===== config.mk =====
export PLATFORM = sky130hd
export DESIGN_NAME = irc_line_field_splitter
export DESIGN_NICKNAME = d
export VERILOG_FILES = /design/src/rtl/ilfs_pkg.sv /design/src/rtl/ilfs_front.sv /design/src/rtl/ilfs_queue.sv /design/src/rtl/ilfs_back.sv /design/src/rtl/irc_line_field_splitter.sv
export SDC_FILE = /design/constraint.sdc
export NUM_CORES = 1
export LEC_CHECK = 0
export ABC_AREA = 1
export BUFFER_PORTS_ARGS = -buffer_cell sky130_fd_sc_hd__buf_2
export CAP_MARGIN = 20
export CORE_MARGIN = 2
export CORE_UTILIZATION = 40
export CTS_BUF_LIST = sky130_fd_sc_hd__clkbuf_4 sky130_fd_sc_hd__clkbuf_8 sky130_fd_sc_hd__clkbuf_16
export CTS_CLUSTER_DIAMETER = 150
export CTS_CLUSTER_SIZE = 20
export DETAILED_ROUTE_END_ITERATION = 16
export GPL_TIMING_DRIVEN = 1
export PLACE_DENSITY = 0.66
export SETUP_SLACK_MARGIN = 0.3
export SLEW_MARGIN = 20
export SYNTH_ARGS = -nofsm -noshare
export SYNTH_HDL_FRONTEND = slang
export SYNTH_SLANG_ARGS = --single-unit

===== constraint.sdc =====
create_clock -name clock -period 6.5 [get_ports clock]
set_input_delay 0.325 -clock clock [delete_from_list [all_inputs] [get_ports clock]]
set_output_delay 0.325 -clock clock [all_outputs]
set_load 0.01 [all_outputs]

===== src/rtl/ilfs_pkg.sv =====
// Shared types, constants and keyword tables of the IRC line field splitter.
`default_nettype none

package ilfs_pkg;

   // Default configuration handed to the top level.
   localparam int LINE_BYTES_DEFAULT  = 512;
   localparam int QUEUE_DEPTH_DEFAULT = 4;

   // Result field widths.
   localparam int FIELD_W = 9;
   localparam logic [FIELD_W-1:0] FIELD_MAX = '1;
   localparam int KIND_W = 3;

   // Response payload: 52 field bits padded up to whole bytes.
   localparam int RSP_FIELDS_W = 52;
   localparam int RSP_W        = ((RSP_FIELDS_W + 7) / 8) * 8;
   localparam int RSP_PAD_W    = RSP_W - RSP_FIELDS_W;

   // Command token length counter saturates at its all-ones value.
   localparam int TOKEN_W    = 4;
   localparam int TOKEN_SPAN = 2 ** TOKEN_W;

   // Keyword table.
   localparam int KW_COUNT   = 4;
   localparam int KW_MAX_LEN = 9;
   localparam logic [8*KW_MAX_LEN-1:0] KW_TAGMSG_TEXT    = "TAGMSG";
   localparam logic [8*KW_MAX_LEN-1:0] KW_PRIVMSG_TEXT   = "PRIVMSG";
   localparam logic [8*KW_MAX_LEN-1:0] KW_NOTICE_TEXT    = "NOTICE";
   localparam logic [8*KW_MAX_LEN-1:0] KW_STATUSMSG_TEXT = "STATUSMSG";

   // Command kind codes.
   localparam logic [KIND_W-1:0] KIND_UNKNOWN   = 3'd0;
   localparam logic [KIND_W-1:0] KIND_TAGMSG    = 3'd1;
   localparam logic [KIND_W-1:0] KIND_PRIVMSG   = 3'd2;
   localparam logic [KIND_W-1:0] KIND_NOTICE    = 3'd3;
   localparam logic [KIND_W-1:0] KIND_STATUSMSG = 3'd4;

   // Special characters.
   localparam logic [7:0] CHAR_NUL   = 8'h00;
   localparam logic [7:0] CHAR_COLON = 8'h3A;
   localparam logic [7:0] CHAR_SPACE = 8'h20;
   localparam logic [7:0] CHAR_CR    = 8'h0D;
   localparam logic [7:0] CHAR_LF    = 8'h0A;

   // Parse phase of the line.
   typedef enum logic [2:0] {
      PH_START,
      PH_SENDER,
      PH_COMMAND,
      PH_CHANNEL,
      PH_CONTENT,
      PH_DONE
   } phase_type;

   // One classified byte as it travels from the front end to the parser.
   typedef struct packed {
      logic                                 last;
      logic                                 is_nul;
      logic                                 is_colon;
      logic                                 is_space;
      logic                                 is_crlf;
      logic [KW_COUNT-1:0][KW_MAX_LEN-1:0]  kw_hit;
   } class_type;

   // Text of keyword k, right aligned.
   function automatic logic [8*KW_MAX_LEN-1:0] kw_text(input int k);
      logic [8*KW_MAX_LEN-1:0] txt;
      case (k)
         0:       txt = KW_TAGMSG_TEXT;
         1:       txt = KW_PRIVMSG_TEXT;
         2:       txt = KW_NOTICE_TEXT;
         3:       txt = KW_STATUSMSG_TEXT;
         default: txt = '0;
      endcase
      return txt;
   endfunction

   // Length of keyword k in characters.
   function automatic int kw_len(input int k);
      int len;
      case (k)
         0:       len = 6;
         1:       len = 7;
         2:       len = 6;
         3:       len = 9;
         default: len = 0;
      endcase
      return len;
   endfunction

   // Command kind reported for keyword k.
   function automatic logic [KIND_W-1:0] kw_kind(input int k);
      logic [KIND_W-1:0] kind;
      case (k)
         0:       kind = KIND_TAGMSG;
         1:       kind = KIND_PRIVMSG;
         2:       kind = KIND_NOTICE;
         3:       kind = KIND_STATUSMSG;
         default: kind = KIND_UNKNOWN;
      endcase
      return kind;
   endfunction

   // Character i of keyword k; zero past the end of the keyword.
   function automatic logic [7:0] kw_char(input int k, input int i);
      logic [8*KW_MAX_LEN-1:0] txt;
      int                      len;
      logic [7:0]              ch;
      txt = kw_text(k);
      len = kw_len(k);
      ch  = 8'h00;
      if (i < len) begin
         ch = txt[8*(len-1-i) +: 8];
      end
      return ch;
   endfunction

endpackage

`default_nettype wire


===== src/rtl/ilfs_front.sv =====
// Front end: classifies each incoming line byte against separators and keywords.
`default_nettype none

module ilfs_front (
   input  wire logic [7:0]          byte_data,
   input  wire logic                byte_last,
   output ilfs_pkg::class_type      byte_class
);
   import ilfs_pkg::*;

   // Separator and terminator detection, plus one compare per keyword character.
   always_comb begin
      byte_class.last     = byte_last;
      byte_class.is_nul   = (byte_data == CHAR_NUL);
      byte_class.is_colon = (byte_data == CHAR_COLON);
      byte_class.is_space = (byte_data == CHAR_SPACE);
      byte_class.is_crlf  = (byte_data == CHAR_CR) || (byte_data == CHAR_LF);
      for (int k = 0; k < KW_COUNT; k++) begin
         for (int i = 0; i < KW_MAX_LEN; i++) begin
            byte_class.kw_hit[k][i] = (i < kw_len(k)) && (byte_data == kw_char(k, i));
         end
      end
   end

endmodule

`default_nettype wire


===== src/rtl/ilfs_queue.sv =====
// Short queue of classified bytes between the front end and the parser.
`default_nettype none

module ilfs_queue #(
   parameter int DEPTH = ilfs_pkg::QUEUE_DEPTH_DEFAULT
) (
   input  wire logic                clock,
   input  wire logic                reset,
   input  wire logic                push,
   input  wire ilfs_pkg::class_type push_data,
   output logic                     full,
   input  wire logic                pop,
   output logic                     head_valid,
   output ilfs_pkg::class_type      head_data
);
   import ilfs_pkg::*;

   localparam int PTR_W = (DEPTH > 1) ? $clog2(DEPTH) : 1;
   localparam int CNT_W = $clog2(DEPTH + 1);

   class_type          entry_ff [DEPTH];
   logic [PTR_W-1:0]   wr_ptr_ff, wr_ptr_in;
   logic [PTR_W-1:0]   rd_ptr_ff, rd_ptr_in;
   logic [CNT_W-1:0]   count_ff, count_in;

   assign full       = (count_ff == CNT_W'(DEPTH));
   assign head_valid = (count_ff != '0);
   assign head_data  = entry_ff[rd_ptr_ff];

   // Pointer and fill count updates; pointers wrap at the queue depth.
   always_comb begin
      wr_ptr_in = wr_ptr_ff;
      rd_ptr_in = rd_ptr_ff;
      count_in  = count_ff;
      if (push) begin
         wr_ptr_in = (wr_ptr_ff == PTR_W'(DEPTH - 1)) ? '0 : wr_ptr_ff + PTR_W'(1);
      end
      if (pop) begin
         rd_ptr_in = (rd_ptr_ff == PTR_W'(DEPTH - 1)) ? '0 : rd_ptr_ff + PTR_W'(1);
      end
      if (push && !pop) begin
         count_in = count_ff + CNT_W'(1);
      end else if (pop && !push) begin
         count_in = count_ff - CNT_W'(1);
      end
   end

   always_ff @(posedge clock) begin
      if (reset) begin
         wr_ptr_ff <= '0;
         rd_ptr_ff <= '0;
         count_ff  <= '0;
      end else begin
         wr_ptr_ff <= wr_ptr_in;
         rd_ptr_ff <= rd_ptr_in;
         count_ff  <= count_in;
      end
   end

   // Entry storage.
   always_ff @(posedge clock) begin
      if (push) begin
         entry_ff[wr_ptr_ff] <= push_data;
      end
   end

endmodule

`default_nettype wire


===== src/rtl/ilfs_back.sv =====
// Back end: per-byte parse engine and the registered response stage.
`default_nettype none

module ilfs_back #(
   parameter int LINE_BYTES = ilfs_pkg::LINE_BYTES_DEFAULT
) (
   input  wire logic                     clock,
   input  wire logic                     reset,
   input  wire logic                     head_valid,
   input  wire ilfs_pkg::class_type      head,
   output logic                          pop,
   input  wire logic                     rsp_tready,
   output logic                          rsp_tvalid,
   output logic [ilfs_pkg::RSP_W-1:0]    rsp_tdata
);
   import ilfs_pkg::*;

   localparam int PW     = $clog2(LINE_BYTES + 1);
   localparam int WIDE_W = (PW > FIELD_W) ? PW : FIELD_W;

   // Parse state.
   phase_type             phase_ff, phase_in;
   logic [PW-1:0]         position_ff, position_in, position_upd;
   logic [KW_COUNT-1:0]   kw_mask_ff, kw_mask_in, kw_mask_upd, kw_mask_next;
   logic [TOKEN_W-1:0]    token_len_ff, token_len_in, token_len_upd;
   logic [KIND_W-1:0]     found_kind_ff, found_kind_in, found_kind_upd, end_kind;
   logic [FIELD_W-1:0]    sender_span_ff, sender_span_in, sender_span_upd;
   logic [FIELD_W-1:0]    chan_start_ff, chan_start_in, chan_start_upd;
   logic [FIELD_W-1:0]    chan_len_ff, chan_len_in, chan_len_upd;
   logic [FIELD_W-1:0]    body_start_ff, body_start_in, body_start_upd;
   logic [FIELD_W-1:0]    body_len_ff, body_len_in, body_len_upd;
   logic                  sender_flag_ff, sender_flag_in, sender_flag_upd;
   logic                  chan_flag_ff, chan_flag_in, chan_flag_upd;
   logic                  token_start_ff, token_start_in, token_start_upd;
   logic                  cut_ff, cut_in, cut_upd;
   logic                  too_long_ff, too_long_in, too_long_upd;

   // Response stage.
   logic                  rsp_valid_ff, rsp_valid_in;
   logic [RSP_W-1:0]      rsp_data_ff, rsp_data_in;

   // Byte handling conditions.
   logic                  out_free;
   logic                  active;
   logic                  finish;
   logic                  pos_full;
   logic                  step;
   logic [PW-1:0]         pos_p1;
   logic [WIDE_W-1:0]     pos_p1_wide;
   logic                  p1_ovf;
   logic [FIELD_W-1:0]    p1_sat;
   logic                  present;
   logic                  snd;
   logic                  chn;

   // A final byte waits until the response register can take the result.
   assign out_free = !rsp_valid_ff || rsp_tready;
   assign active   = head_valid && (!head.last || out_free);
   assign finish   = active && head.last;
   assign pop      = active;

   assign pos_full    = (position_ff >= PW'(LINE_BYTES));
   assign step        = active && (phase_ff != PH_DONE) && !pos_full && !head.is_nul;
   assign pos_p1      = position_ff + PW'(1);
   assign pos_p1_wide = WIDE_W'(pos_p1);
   assign p1_ovf      = (pos_p1_wide > WIDE_W'(FIELD_MAX));
   assign p1_sat      = p1_ovf ? FIELD_MAX : FIELD_W'(pos_p1_wide);

   // Keyword matching: a keyword stays live while its next character matches.
   always_comb begin
      logic [TOKEN_SPAN-1:0] hits;
      end_kind = KIND_UNKNOWN;
      for (int k = 0; k < KW_COUNT; k++) begin
         hits            = {{(TOKEN_SPAN - KW_MAX_LEN){1'b0}}, head.kw_hit[k]};
         kw_mask_next[k] = kw_mask_ff[k] && hits[token_len_ff];
         if (kw_mask_ff[k] && (token_len_ff == TOKEN_W'(kw_len(k)))) begin
            end_kind = kw_kind(k);
         end
      end
   end

   // Next parse phase.
   always_comb begin
      phase_in = phase_ff;
      if (active && (phase_ff != PH_DONE) && !pos_full) begin
         if (head.is_nul) begin
            phase_in = PH_DONE;
         end else begin
            case (phase_ff)
               PH_START: begin
                  if (head.is_colon) begin
                     phase_in = PH_SENDER;
                  end else if (head.is_space) begin
                     phase_in = PH_CHANNEL;
                  end else begin
                     phase_in = PH_COMMAND;
                  end
               end
               PH_SENDER:  if (head.is_space) phase_in = PH_COMMAND;
               PH_COMMAND: if (head.is_space) phase_in = PH_CHANNEL;
               PH_CHANNEL: if (head.is_space) phase_in = PH_CONTENT;
               default:    phase_in = phase_ff;
            endcase
         end
      end
      if (finish) begin
         phase_in = PH_START;
      end
   end

   // Field tracking for one byte: spans, keyword state and tentative content.
   always_comb begin
      phase_type ph;
      logic      new_tok;
      logic      do_body;
      logic      skip;
      position_upd    = position_ff;
      kw_mask_upd     = kw_mask_ff;
      token_len_upd   = token_len_ff;
      found_kind_upd  = found_kind_ff;
      sender_span_upd = sender_span_ff;
      chan_start_upd  = chan_start_ff;
      chan_len_upd    = chan_len_ff;
      body_start_upd  = body_start_ff;
      body_len_upd    = body_len_ff;
      sender_flag_upd = sender_flag_ff;
      chan_flag_upd   = chan_flag_ff;
      token_start_upd = token_start_ff;
      cut_upd         = cut_ff;
      too_long_upd    = too_long_ff;
      ph      = phase_ff;
      new_tok = 1'b0;
      do_body = 1'b0;
      skip    = 1'b0;

      // Bytes beyond the line bound are dropped and flagged.
      if (active && (phase_ff != PH_DONE) && pos_full) begin
         too_long_upd = 1'b1;
      end

      if (step) begin
         position_upd = pos_p1;
         // A line without a sender prefix opens its command token at offset zero.
         if ((ph == PH_START) && !head.is_colon) begin
            ph              = PH_COMMAND;
            token_start_upd = 1'b1;
         end
         case (ph)
            PH_START: begin
               body_start_upd  = FIELD_W'(1);
               body_len_upd    = '0;
               token_start_upd = 1'b1;
               cut_upd         = 1'b0;
            end
            PH_SENDER: begin
               if (head.is_space) begin
                  sender_flag_upd = 1'b1;
                  kw_mask_upd     = '1;
                  token_len_upd   = '0;
                  new_tok         = 1'b1;
               end else begin
                  if (sender_span_ff == FIELD_MAX) begin
                     too_long_upd = 1'b1;
                  end else begin
                     sender_span_upd = sender_span_ff + FIELD_W'(1);
                  end
                  do_body = 1'b1;
               end
            end
            PH_COMMAND: begin
               if (head.is_space) begin
                  found_kind_upd = end_kind;
                  chan_start_upd = p1_sat;
                  chan_len_upd   = '0;
                  if (p1_ovf) begin
                     too_long_upd = 1'b1;
                  end
                  new_tok = 1'b1;
               end else begin
                  kw_mask_upd = kw_mask_next;
                  if (token_len_ff != '1) begin
                     token_len_upd = token_len_ff + TOKEN_W'(1);
                  end
                  do_body = 1'b1;
               end
            end
            PH_CHANNEL: begin
               if (head.is_space) begin
                  chan_flag_upd = 1'b1;
                  new_tok       = 1'b1;
               end else begin
                  if (chan_len_ff == FIELD_MAX) begin
                     too_long_upd = 1'b1;
                  end else begin
                     chan_len_upd = chan_len_ff + FIELD_W'(1);
                  end
                  do_body = 1'b1;
               end
            end
            default: begin
               do_body = 1'b1;
            end
         endcase

         // A new token restarts the tentative content after this byte.
         if (new_tok) begin
            body_start_upd  = p1_sat;
            body_len_upd    = '0;
            token_start_upd = 1'b1;
            cut_upd         = 1'b0;
            if (p1_ovf) begin
               too_long_upd = 1'b1;
            end
         end

         // Content: one leading colon is skipped, CR or LF cuts the length.
         if (do_body) begin
            if (token_start_upd) begin
               token_start_upd = 1'b0;
               if (head.is_colon) begin
                  body_start_upd = p1_sat;
                  if (p1_ovf) begin
                     too_long_upd = 1'b1;
                  end
                  skip = 1'b1;
               end
            end
            if (!skip && !cut_upd) begin
               if (head.is_crlf) begin
                  cut_upd = 1'b1;
               end else if (body_len_upd == FIELD_MAX) begin
                  too_long_upd = 1'b1;
               end else begin
                  body_len_upd = body_len_upd + FIELD_W'(1);
               end
            end
         end
      end
   end

   // The state returns to its line start values once a line is reported.
   always_comb begin
      if (finish) begin
         position_in    = '0;
         kw_mask_in     = '1;
         token_len_in   = '0;
         found_kind_in  = KIND_UNKNOWN;
         sender_span_in = '0;
         chan_start_in  = '0;
         chan_len_in    = '0;
         body_start_in  = '0;
         body_len_in    = '0;
         sender_flag_in = 1'b0;
         chan_flag_in   = 1'b0;
         token_start_in = 1'b0;
         cut_in         = 1'b0;
         too_long_in    = 1'b0;
      end else begin
         position_in    = position_upd;
         kw_mask_in     = kw_mask_upd;
         token_len_in   = token_len_upd;
         found_kind_in  = found_kind_upd;
         sender_span_in = sender_span_upd;
         chan_start_in  = chan_start_upd;
         chan_len_in    = chan_len_upd;
         body_start_in  = body_start_upd;
         body_len_in    = body_len_upd;
         sender_flag_in = sender_flag_upd;
         chan_flag_in   = chan_flag_upd;
         token_start_in = token_start_upd;
         cut_in         = cut_upd;
         too_long_in    = too_long_upd;
      end
   end

   // Response assembly; an empty line reports all zeros.
   assign present = (position_upd != '0);
   assign snd     = present && sender_flag_upd;
   assign chn     = present && chan_flag_upd;

   always_comb begin
      rsp_data_in  = rsp_data_ff;
      rsp_valid_in = rsp_valid_ff && !rsp_tready;
      if (finish) begin
         rsp_valid_in = 1'b1;
         rsp_data_in  = '0;
         if (present) begin
            rsp_data_in = {
               RSP_PAD_W'(0),
               too_long_upd,
               body_len_upd,
               body_start_upd,
               chn ? chan_len_upd : {FIELD_W{1'b0}},
               chn ? chan_start_upd : {FIELD_W{1'b0}},
               chn,
               found_kind_upd,
               snd ? sender_span_upd : {FIELD_W{1'b0}},
               snd,
               1'b1
            };
         end
      end
   end

   assign rsp_tvalid = rsp_valid_ff;
   assign rsp_tdata  = rsp_data_ff;

   always_ff @(posedge clock) begin
      if (reset) begin
         phase_ff       <= PH_START;
         position_ff    <= '0;
         kw_mask_ff     <= '1;
         token_len_ff   <= '0;
         found_kind_ff  <= KIND_UNKNOWN;
         sender_span_ff <= '0;
         chan_start_ff  <= '0;
         chan_len_ff    <= '0;
         body_start_ff  <= '0;
         body_len_ff    <= '0;
         sender_flag_ff <= 1'b0;
         chan_flag_ff   <= 1'b0;
         token_start_ff <= 1'b0;
         cut_ff         <= 1'b0;
         too_long_ff    <= 1'b0;
         rsp_valid_ff   <= 1'b0;
      end else begin
         phase_ff       <= phase_in;
         position_ff    <= position_in;
         kw_mask_ff     <= kw_mask_in;
         token_len_ff   <= token_len_in;
         found_kind_ff  <= found_kind_in;
         sender_span_ff <= sender_span_in;
         chan_start_ff  <= chan_start_in;
         chan_len_ff    <= chan_len_in;
         body_start_ff  <= body_start_in;
         body_len_ff    <= body_len_in;
         sender_flag_ff <= sender_flag_in;
         chan_flag_ff   <= chan_flag_in;
         token_start_ff <= token_start_in;
         cut_ff         <= cut_in;
         too_long_ff    <= too_long_in;
         rsp_valid_ff   <= rsp_valid_in;
      end
   end

   // Response payload register.
   always_ff @(posedge clock) begin
      rsp_data_ff <= rsp_data_in;
   end

endmodule

`default_nettype wire


===== src/rtl/irc_line_field_splitter.sv =====
// Top level of the IRC line field splitter: front end, byte queue and parser.
//
// Usage: a received IRC line enters on the req_ stream one byte per transaction,
// with req_tlast on its final byte. For every line one transaction leaves on the
// rsp_ stream, describing the sender, command kind, channel and content as byte
// offsets and lengths; an empty line gives a transaction with present clear.
// A NUL byte ends the string early; the following bytes up to req_tlast are
// consumed without effect. Bytes past LINE_BYTES are dropped and set too_long.
// Throughput: one byte per clock cycle while no stall holds the parser.
// Path: with the queue empty, the final byte's transaction writes the byte
// queue; from there the byte moves through the parser into the response
// register, whose output drives rsp_tvalid and rsp_tdata.
// Stalls: while rsp_tready is low, the parser keeps working on bytes of the
// next line and halts only at its final byte; the queue of QUEUE_DEPTH bytes
// then fills and req_tready falls. A held response stays stable.
// Reset: synchronous and active high; it empties the queue, drops any pending
// response and returns the parser to the start of a line.
`default_nettype none

module irc_line_field_splitter #(
   parameter int LINE_BYTES  = ilfs_pkg::LINE_BYTES_DEFAULT,
   parameter int QUEUE_DEPTH = ilfs_pkg::QUEUE_DEPTH_DEFAULT
) (
   input  wire logic                     clock,
   input  wire logic                     reset,
   // req_tdata: [7:0] line_byte
   input  wire logic [7:0]               req_tdata,
   input  wire logic                     req_tlast,
   input  wire logic                     req_tvalid,
   output logic                          req_tready,
   // rsp_tdata: [0] present, [1] has_sender, [10:2] sender_length,
   // [13:11] command_kind, [14] has_channel, [23:15] channel_start,
   // [32:24] channel_length, [41:33] content_start, [50:42] content_length,
   // [51] too_long, [55:52] zero
   output logic [ilfs_pkg::RSP_W-1:0]    rsp_tdata,
   output logic                          rsp_tvalid,
   input  wire logic                     rsp_tready
);
   import ilfs_pkg::*;

   class_type  byte_class;
   class_type  head;
   logic       queue_full;
   logic       head_valid;
   logic       pop;
   logic       push;

   assign req_tready = !queue_full;
   assign push       = req_tvalid && req_tready;

   ilfs_front u_front (
      .byte_data  (req_tdata),
      .byte_last  (req_tlast),
      .byte_class (byte_class)
   );

   ilfs_queue #(
      .DEPTH (QUEUE_DEPTH)
   ) u_queue (
      .clock      (clock),
      .reset      (reset),
      .push       (push),
      .push_data  (byte_class),
      .full       (queue_full),
      .pop        (pop),
      .head_valid (head_valid),
      .head_data  (head)
   );

   ilfs_back #(
      .LINE_BYTES (LINE_BYTES)
   ) u_back (
      .clock      (clock),
      .reset      (reset),
      .head_valid (head_valid),
      .head       (head),
      .pop        (pop),
      .rsp_tready (rsp_tready),
      .rsp_tvalid (rsp_tvalid),
      .rsp_tdata  (rsp_tdata)
   );

endmodule

`default_nettype wire


==> results of run 1 <==
metrics by stage:
step                      hold slack [ns]  cell area [um2]
after detailed placement            0.443            10100
after global placement              0.436            10100
final                              0.0218            10500
after CTS                         0.00463            10500
after floorplan                     0.397             9460
after global routing               0.0163            10500
final timing paths:
kind,startpoint,endpoint,slack [ns],depth (start not counted)
worst max-delay path,flip-flop,u_back.rsp_tdata[11],2.83,14
worst min-delay path,reset,u_back.rsp_tvalid,0.02,2
worst max register to register,flip-flop,u_back.rsp_tdata[11],2.83,14
worst min register to register,u_back.sender_flag_ff,u_back.sender_flag_ff,0.46,2
worst max-delay path, stage by stage, from the launching register on:
cell	delay [ns]
dfxtp_1	0.79
inv_2	0.35
nand2_1	0.15
o21ai_1	0.08
nand2_1	0.09
nand3_2	0.12
nor2_4	0.14
nand2_4	0.14
inv_2	0.44
nand2_1	0.44
inv_2	0.30
nand2_1	0.10
o31ai_1	0.22
inv_1	0.08
nor2_1	0.09
layout make-up:
type	instances	area, um2	share of cell area, %
Clock buffer	22	428	4.08
Clock inverter	1	8.76	0.0835
Inverter	121	454	4.33
Multi-Input combinational cell	659	3290	31.4
Sequential cell	212	5530	52.7
Tap cell	319	399	3.80
Timing Repair Buffer	73	383	3.65
power groups by stage:
stage	registers, mW	clock network (mW)	logic, mW
3_3_place_gp	1.89	0	1.58
6_report	1.86	0.895	1.60
4_1_cts	1.86	0.914	1.61
2_1_floorplan	1.94	0	1.11
3_5_place_dp	1.89	0	1.60
5_1_grt	1.89	0.957	1.81
logic make-up after synthesis:
group,Yosys count,share of synthesized area (%)
other cells,1,0.0397
compound gates,138,9.02
buf+inv,153,6.81
xor+xnor,18,1.67
flops,212,58.5
fa+ha+maj,15,2.07
mux,1,0.106
simple gates,483,21.8
cell usage in the layout, fill, tap and decap left out, types with 3 or more instances in the layout:
master	synthesis	layout
a211oi_1	5	5
a21oi_1	22	22
a221oi_1	3	3
a31oi_1	6	6
a32oi_1	11	11
buf_2	4	66
buf_4	6	7
clkbuf_16	0	15
clkbuf_4	0	7
conb_1	1	4
dfxtp_1	84	84
edfxtp_1	128	128
ha_1	14	14
inv_1	111	110
inv_2	8	9
nand2_1	189	188
nand2_2	2	3
nand3_1	49	49
nand3_2	5	5
nand4_1	8	8
nor2_1	182	182
nor2_2	12	12
nor3_1	20	20
nor4_1	5	5
o211ai_1	4	4
o21ai_0	54	54
o21ai_1	7	7
o21ai_2	3	3
o221ai_1	5	5
o22ai_1	6	6
xnor2_1	3	3
xor2_1	15	15
routing by layer:
metal	part of all wire, %	up-vias	wire [um]
li1	-	3514	-
met1	47	3200	9470
met2	47	132	9350
met3	4.5	22	897
met4	1.5	0	308
met5	0	-	0
registers in the layout, indices dropped and copies added (netlist names), 3 cells and up, named ones only:
signal / flops
u_back.chan_start_ff: 9
u_back.found_kind_ff: 3
u_back.body_len_ff: 9
u_back.token_len_ff: 4
u_back.chan_len_ff: 9
u_queue.entry_ff: 76
u_back.kw_mask_ff: 4
u_back.rsp_tdata: 52
u_queue.count_ff: 3
u_back.position_ff: 10
u_back.body_start_ff: 9
u_back.phase_ff: 3
u_back.sender_span_ff: 9
==> key figures, run 1 <==
Detailed routing
  – Vias per inst: 4.88
  – DR vias: 6868
  – Detail Route Antenna Nets: 0
  – Post-DR wirelength/cell: 14.2 um
  – Wirelength, routed: 20.0 mm
  – Drt first pass iters: 6
  – DRC errors left: 0
  – First DRT Iteration DRCs: 472

STA
  – Final setup fails: 0
  – Rel. slew slack: 40.0%
  – Period utilisation layout: 56.5%
  – RSZ-0062 raised after global routing: false
  – Fmax: 272 MHz
  – Final hold violation count: 0
  – Tightest Pin Transition: 0.896 ns
  – Setup tns final: 0 ns
  – Clock Skews: 0.0327 ns
  – Min setup slack post-route: 2.83 ns
  – Post-layout minimum cycle time: 3.67 ns
  – Max Slew Vio Count: 0

Synthesis
  – Register area share after synthesis: 58.5%
  – Yosys warnings: 0
  – Count leader, synth: nand2_1
  – Synth unique cells: 54
  – Mapped Area: 9450 um2
  – Syn avg cell area: 9.25 um2
  – Post-synthesis register bit count: 212
  – Ys async rst share: 0%
  – Number of enable flip-flop cells after synthesis: 128
  – Yosys top cell area share: 40.7%
  – Most frequent cells after synthesis: nand2_1 (189), nor2_1 (182), edfxtp_1 (128)
  – Synth Flop Type: edfxtp_1
  – Most area-consuming cells after synthesis: edfxtp_1 (41%), dfxtp_1 (18%), nand2_1 (7.5%), nor2_1 (7.2%), inv_1 (4.4%)
  – Post-Syn Instances: 1021
  – Dominant cell type by area after synthesis: edfxtp_1

Floorplanning
  – Die height: 158 um
  – Num rows: 56
  – Core Area: 23300 um2
  – Die area: 24900 um2
  – Die width: 158 um
  – I/O pin count: 71
  – Initial core utilization: 40.5%

GRT
  – Initial antenna violation count: 0
  – Grt ovf: 0
  – Global-route usage over all layers: 16.2%
  – Largest net degree at the start of global routing: 59
  – Vias in the first global route: 6479
  – First-pass GRT wire length: 32.4 mm
  – Busiest grt layer: met2
  – Global Route met2 Usage: 27.5%
  – Met3 usage: 2.63%
  – Global Route met1 Usage: 21.7%

Clock tree
  – Total CTS buffers: 14
  – Root buffer cell: clkbuf_16
  – # clock sinks: 212
  – Bufs on Longest Clock Path: 3
  – H-tree lvl count: 1
  – CTS tree: done
  – Postcts setup bufs: 0
  – Post-CTS Hold Buffers: 0
  – Clock-pin slew on the worst setup and hold paths: 0.09 ns
  – Clock Latency Late Sink: 0.48 ns
  – Post-CTS resize count: 0

Critical path
  – Worst path arrival time: 4.01 ns
  – Worst-path fanout max: 29
  – Crit Path Category: flip-flop to flip-flop
  – Critical Path Sink Type: flip-flop
  – Critical Path RT: 6.84 ns
  – Crit start category: flip-flop

Worst hold path
  – Worst Hold Class: input port to flip-flop

Pwr
  – Pleak: 4.14 nW
  – Clock network power share: 20.6%
  – Total Power: 4.35 mW
  – Worst IR Drop VDD: 0.219 mV
  – Power Internal: 2.64 mW
  – Comb pwr share: 36.8%
  – Reg power frac: 42.7%
  – Sw power: 1.71 mW
  – Switching Share: 39.3%
  – Cell Pwr Density: 415 nW/um2

Status
  – Status: finished, final reports clean

Placement
  – Setup Slack @ Placement: 2.84 ns
  – Final GP Congestion: 0.862
  – # port buffers: 66
  – HPWL Detailed: 13.9 mm
  – Post-Place Cells: 1384

Layout
  – Fin util: 45.0%
  – Diodes inserted: 0
  – Fill cells: 2244
  – Non-filler cells, final: 1407
  – Area growth from synthesis to layout: 11.0%
  – Nets: 1109
  – Layout cells sized above 1: 12.5%

Run
  – Max Cap Violations: 0
Note: power is estimated with default switching activity, not from simulation.
==> inputs of run 2 (changes only) <==
Settings changed: ABC_AREA 1 to 0.
Clock period 6.5 ns to 3.65 ns, I/O delays scaled along.
==> key figures, run 2 <==
Pwr
  – Cell Pwr Density: 718 nW/um2
  – Worst IR Drop VDD: 0.541 mV
  – Pleak: 3.61 nW

Layout
  – Commonest non-fill, non-tap cells in the layout: edfxtp_1 (128), nor2_1 (114), dfxtp_1 (84), buf_2 (66), nand2_1 (59)
  – Commonest non-fill, non-tap cell in the layout: edfxtp_1
  – Diodes inserted: 0
  – Reg with most FFs: u_queue.entry_ff
  – Multi-input gate area: 3740 um2
  – Sequential cell area: 5530 um2
  – Layout cells sized above 1: 19.1%
  – Max FFs per register: 76
  – Area growth from synthesis to layout: 11.6%
  – Nets: 896
  – Fill cells: 2170

Run
  – Max Cap Violations: 0

Status
  – Status: finished, final reports clean

GRT
  – Global Route met1 Usage: 22.2%
  – Vias in the first global route: 5983
  – Global-route usage over all layers: 15.5%
  – First-pass GRT wire length: 31.3 mm
  – Met3 usage: 1.93%
  – Global Route met2 Usage: 24.9%
  – Largest net degree at the start of global routing: 54
  – Initial antenna violation count: 0
  – Grt ovf: 0
  – Busiest grt layer: met2

Critical path
  – Crit Path Category: flip-flop to flip-flop
  – R2r endpoint: u_back.rsp_tdata[47]
  – Crit start category: flip-flop
  – Critical Path RT: 3.87 ns
  – Worst path arrival time: 3.35 ns
  – Critical Path End: u_back.rsp_tdata[47]
  – Critical Path Sink Type: flip-flop
  – Reg2reg setup slack: 0.53 ns
  – Worst R2R Path Depth: 11
  – Worst-path fanout max: 8

Synthesis
  – Most frequent cells after synthesis: edfxtp_1 (128), nor2_1 (114), dfxtp_1 (84)
  – Ys async rst share: 0%
  – Number of enable flip-flop cells after synthesis: 128
  – Yosys top cell area share: 40.3%
  – Post-Syn Instances: 815
  – Count leader, synth: edfxtp_1
  – Mapped Area: 9530 um2
  – Synth unique cells: 70
  – Dominant cell type by area after synthesis: edfxtp_1
  – Post-synthesis register bit count: 212
  – Syn avg cell area: 11.7 um2
  – Register area share after synthesis: 58.0%
  – Most area-consuming cells after synthesis: edfxtp_1 (40%), dfxtp_1 (18%), mux4_2 (5.0%), nor2_1 (4.5%), mux2i_1 (2.6%)
  – Synth Flop Type: edfxtp_1
  – Yosys warnings: 0

STA
  – Final hold violation count: 0
  – Final setup fails: 0
  – Hold_ws: 0.0249 ns
  – Tightest Pin Transition: 1.07 ns
  – Clock Skews: 0.0184 ns
  – Max Slew Vio Count: 0
  – Setup tns final: 0 ns
  – Min setup slack post-route: 0.525 ns
  – Post-layout minimum cycle time: 3.12 ns
  – Period utilisation layout: 85.6%
  – Fmax: 320 MHz
  – Rel. slew slack: 28.8%
  – RSZ-0062 raised after global routing: false

Detailed routing
  – Vias per inst: 5.30
  – Detail Route Antenna Nets: 0
  – First DRT Iteration DRCs: 373
  – Drt first pass iters: 5
  – Post-DR wirelength/cell: 16.2 um
  – DR vias: 6334
  – Wirelength, routed: 19.4 mm
  – DRC errors left: 0

Floorplanning
  – Die width: 158 um
  – Initial core utilization: 40.7%
  – Die height: 158 um
  – Die area: 25100 um2
  – Num rows: 56
  – I/O pin count: 71
  – Core Area: 23400 um2

Clock tree
  – Root buffer cell: clkbuf_16
  – # clock sinks: 212
  – Clock-pin slew on the worst setup and hold paths: 0.08 ns
  – Bufs on Longest Clock Path: 3
  – Total CTS buffers: 14
  – H-tree lvl count: 1
  – CTS tree: done
  – Clock Latency Late Sink: 0.48 ns
  – Postcts setup bufs: 0

Worst hold path
  – Hold depth: 2
  – Worst Hold Class: input port to flip-flop
  – Hold_sp: reset

Placement
  – Final GP Congestion: 0.839
  – Setup Slack @ Placement: 0.454 ns
  – HPWL Detailed: 13.0 mm
  – # port buffers: 66
-- run 2: changes by cell type after synthesis, sizes merged, moves of 37 or more --
cell,delta
nand2,-134
o21ai,-50
nor3,+40
nand3,-37
inv,-105
nor2,-82
-- run 2: routing by layer --
metal / up-vias / part of all wire, %
li1: 3078 / -
met1: 3076 / 47
met2: 148 / 47
met3: 32 / 4.2
met4: 0 / 2.1
met5: - / 0
-- run 2: kinds of logic (layout without fill, tap and decap cells) --
logic type | Yosys count | count (layout) | share of synthesized area [%]
compound gates | 94 | 94 | 6.81
xor+xnor | 32 | 32 | 2.94
fa+ha+maj | 15 | 15 | 2.05
buf+inv | 63 | 121 | 3.09
flops | 212 | 212 | 58.0
mux | 49 | 49 | 7.94
other cells | 1 | 4 | 0.0393
simple gates | 349 | 349 | 19.2
-- run 2: area by class of cell --
| type | instances | area share [%] |
|---|---|---|
| multi-input combinational | 543 | 35.2 |
| clock buffer | 23 | 4.10 |
| clock inverter | 1 | 0.0824 |
| timing repair buffer | 82 | 4.38 |
| inverter | 15 | 0.530 |
| sequential | 212 | 52.0 |
| tap | 319 | 3.75 |
-- run 2: where the power goes --
part	internal [mW]	switching (mW)	leakage (nW)
registers	3.05	0.190	1.80
clock network	0.831	0.783	0.226
logic	0.984	1.79	1.58
-- run 2: worst min-delay path by stage --
stage | end | slack (ns)
2_1_floorplan | u_queue.entry_ff[0][32] | 0.28
3_3_place_gp | u_queue.entry_ff[1][32] | 0.42
3_5_place_dp | u_queue.entry_ff[1][32] | 0.43
4_1_cts | u_back.rsp_tvalid | 0.02
5_1_grt | u_back.rsp_tvalid | 0.03
6_report | u_back.rsp_tvalid | 0.02
-- run 2: timing repair --
item                       in CTS  in global routing
setup endpoints to repair       0                 11
hold buffers                    1                  0
resized for setup               0                  1
hold endpoints to repair        4                  0
-- run 2: metrics by stage --
step	total power [mW]	instance area (um2)	std cells	util (%)
6_report	7.64	10600	1195	45.4
3_3_place_gp	6.07	10200	1170	43.5
5_1_grt	8.09	10600	1195	45.4
4_1_cts	7.72	10600	1195	45.4
3_5_place_dp	6.11	10200	1170	43.5
2_1_floorplan	5.30	9540	818	-
-- run 2: worst max-delay path, stage by stage (launching register included) --
cell and delay [ns]:
dfxtp_1 0.45, mux4_2 0.64, a21oi_1 0.23, nor2_1 0.11
nor2b_1 0.13, ha_1 0.21, nand2_1 0.08, nor3_1 0.19
o32a_1 0.32, nor4_1 0.10, mux2_2 0.29, nor2b_1 0.13
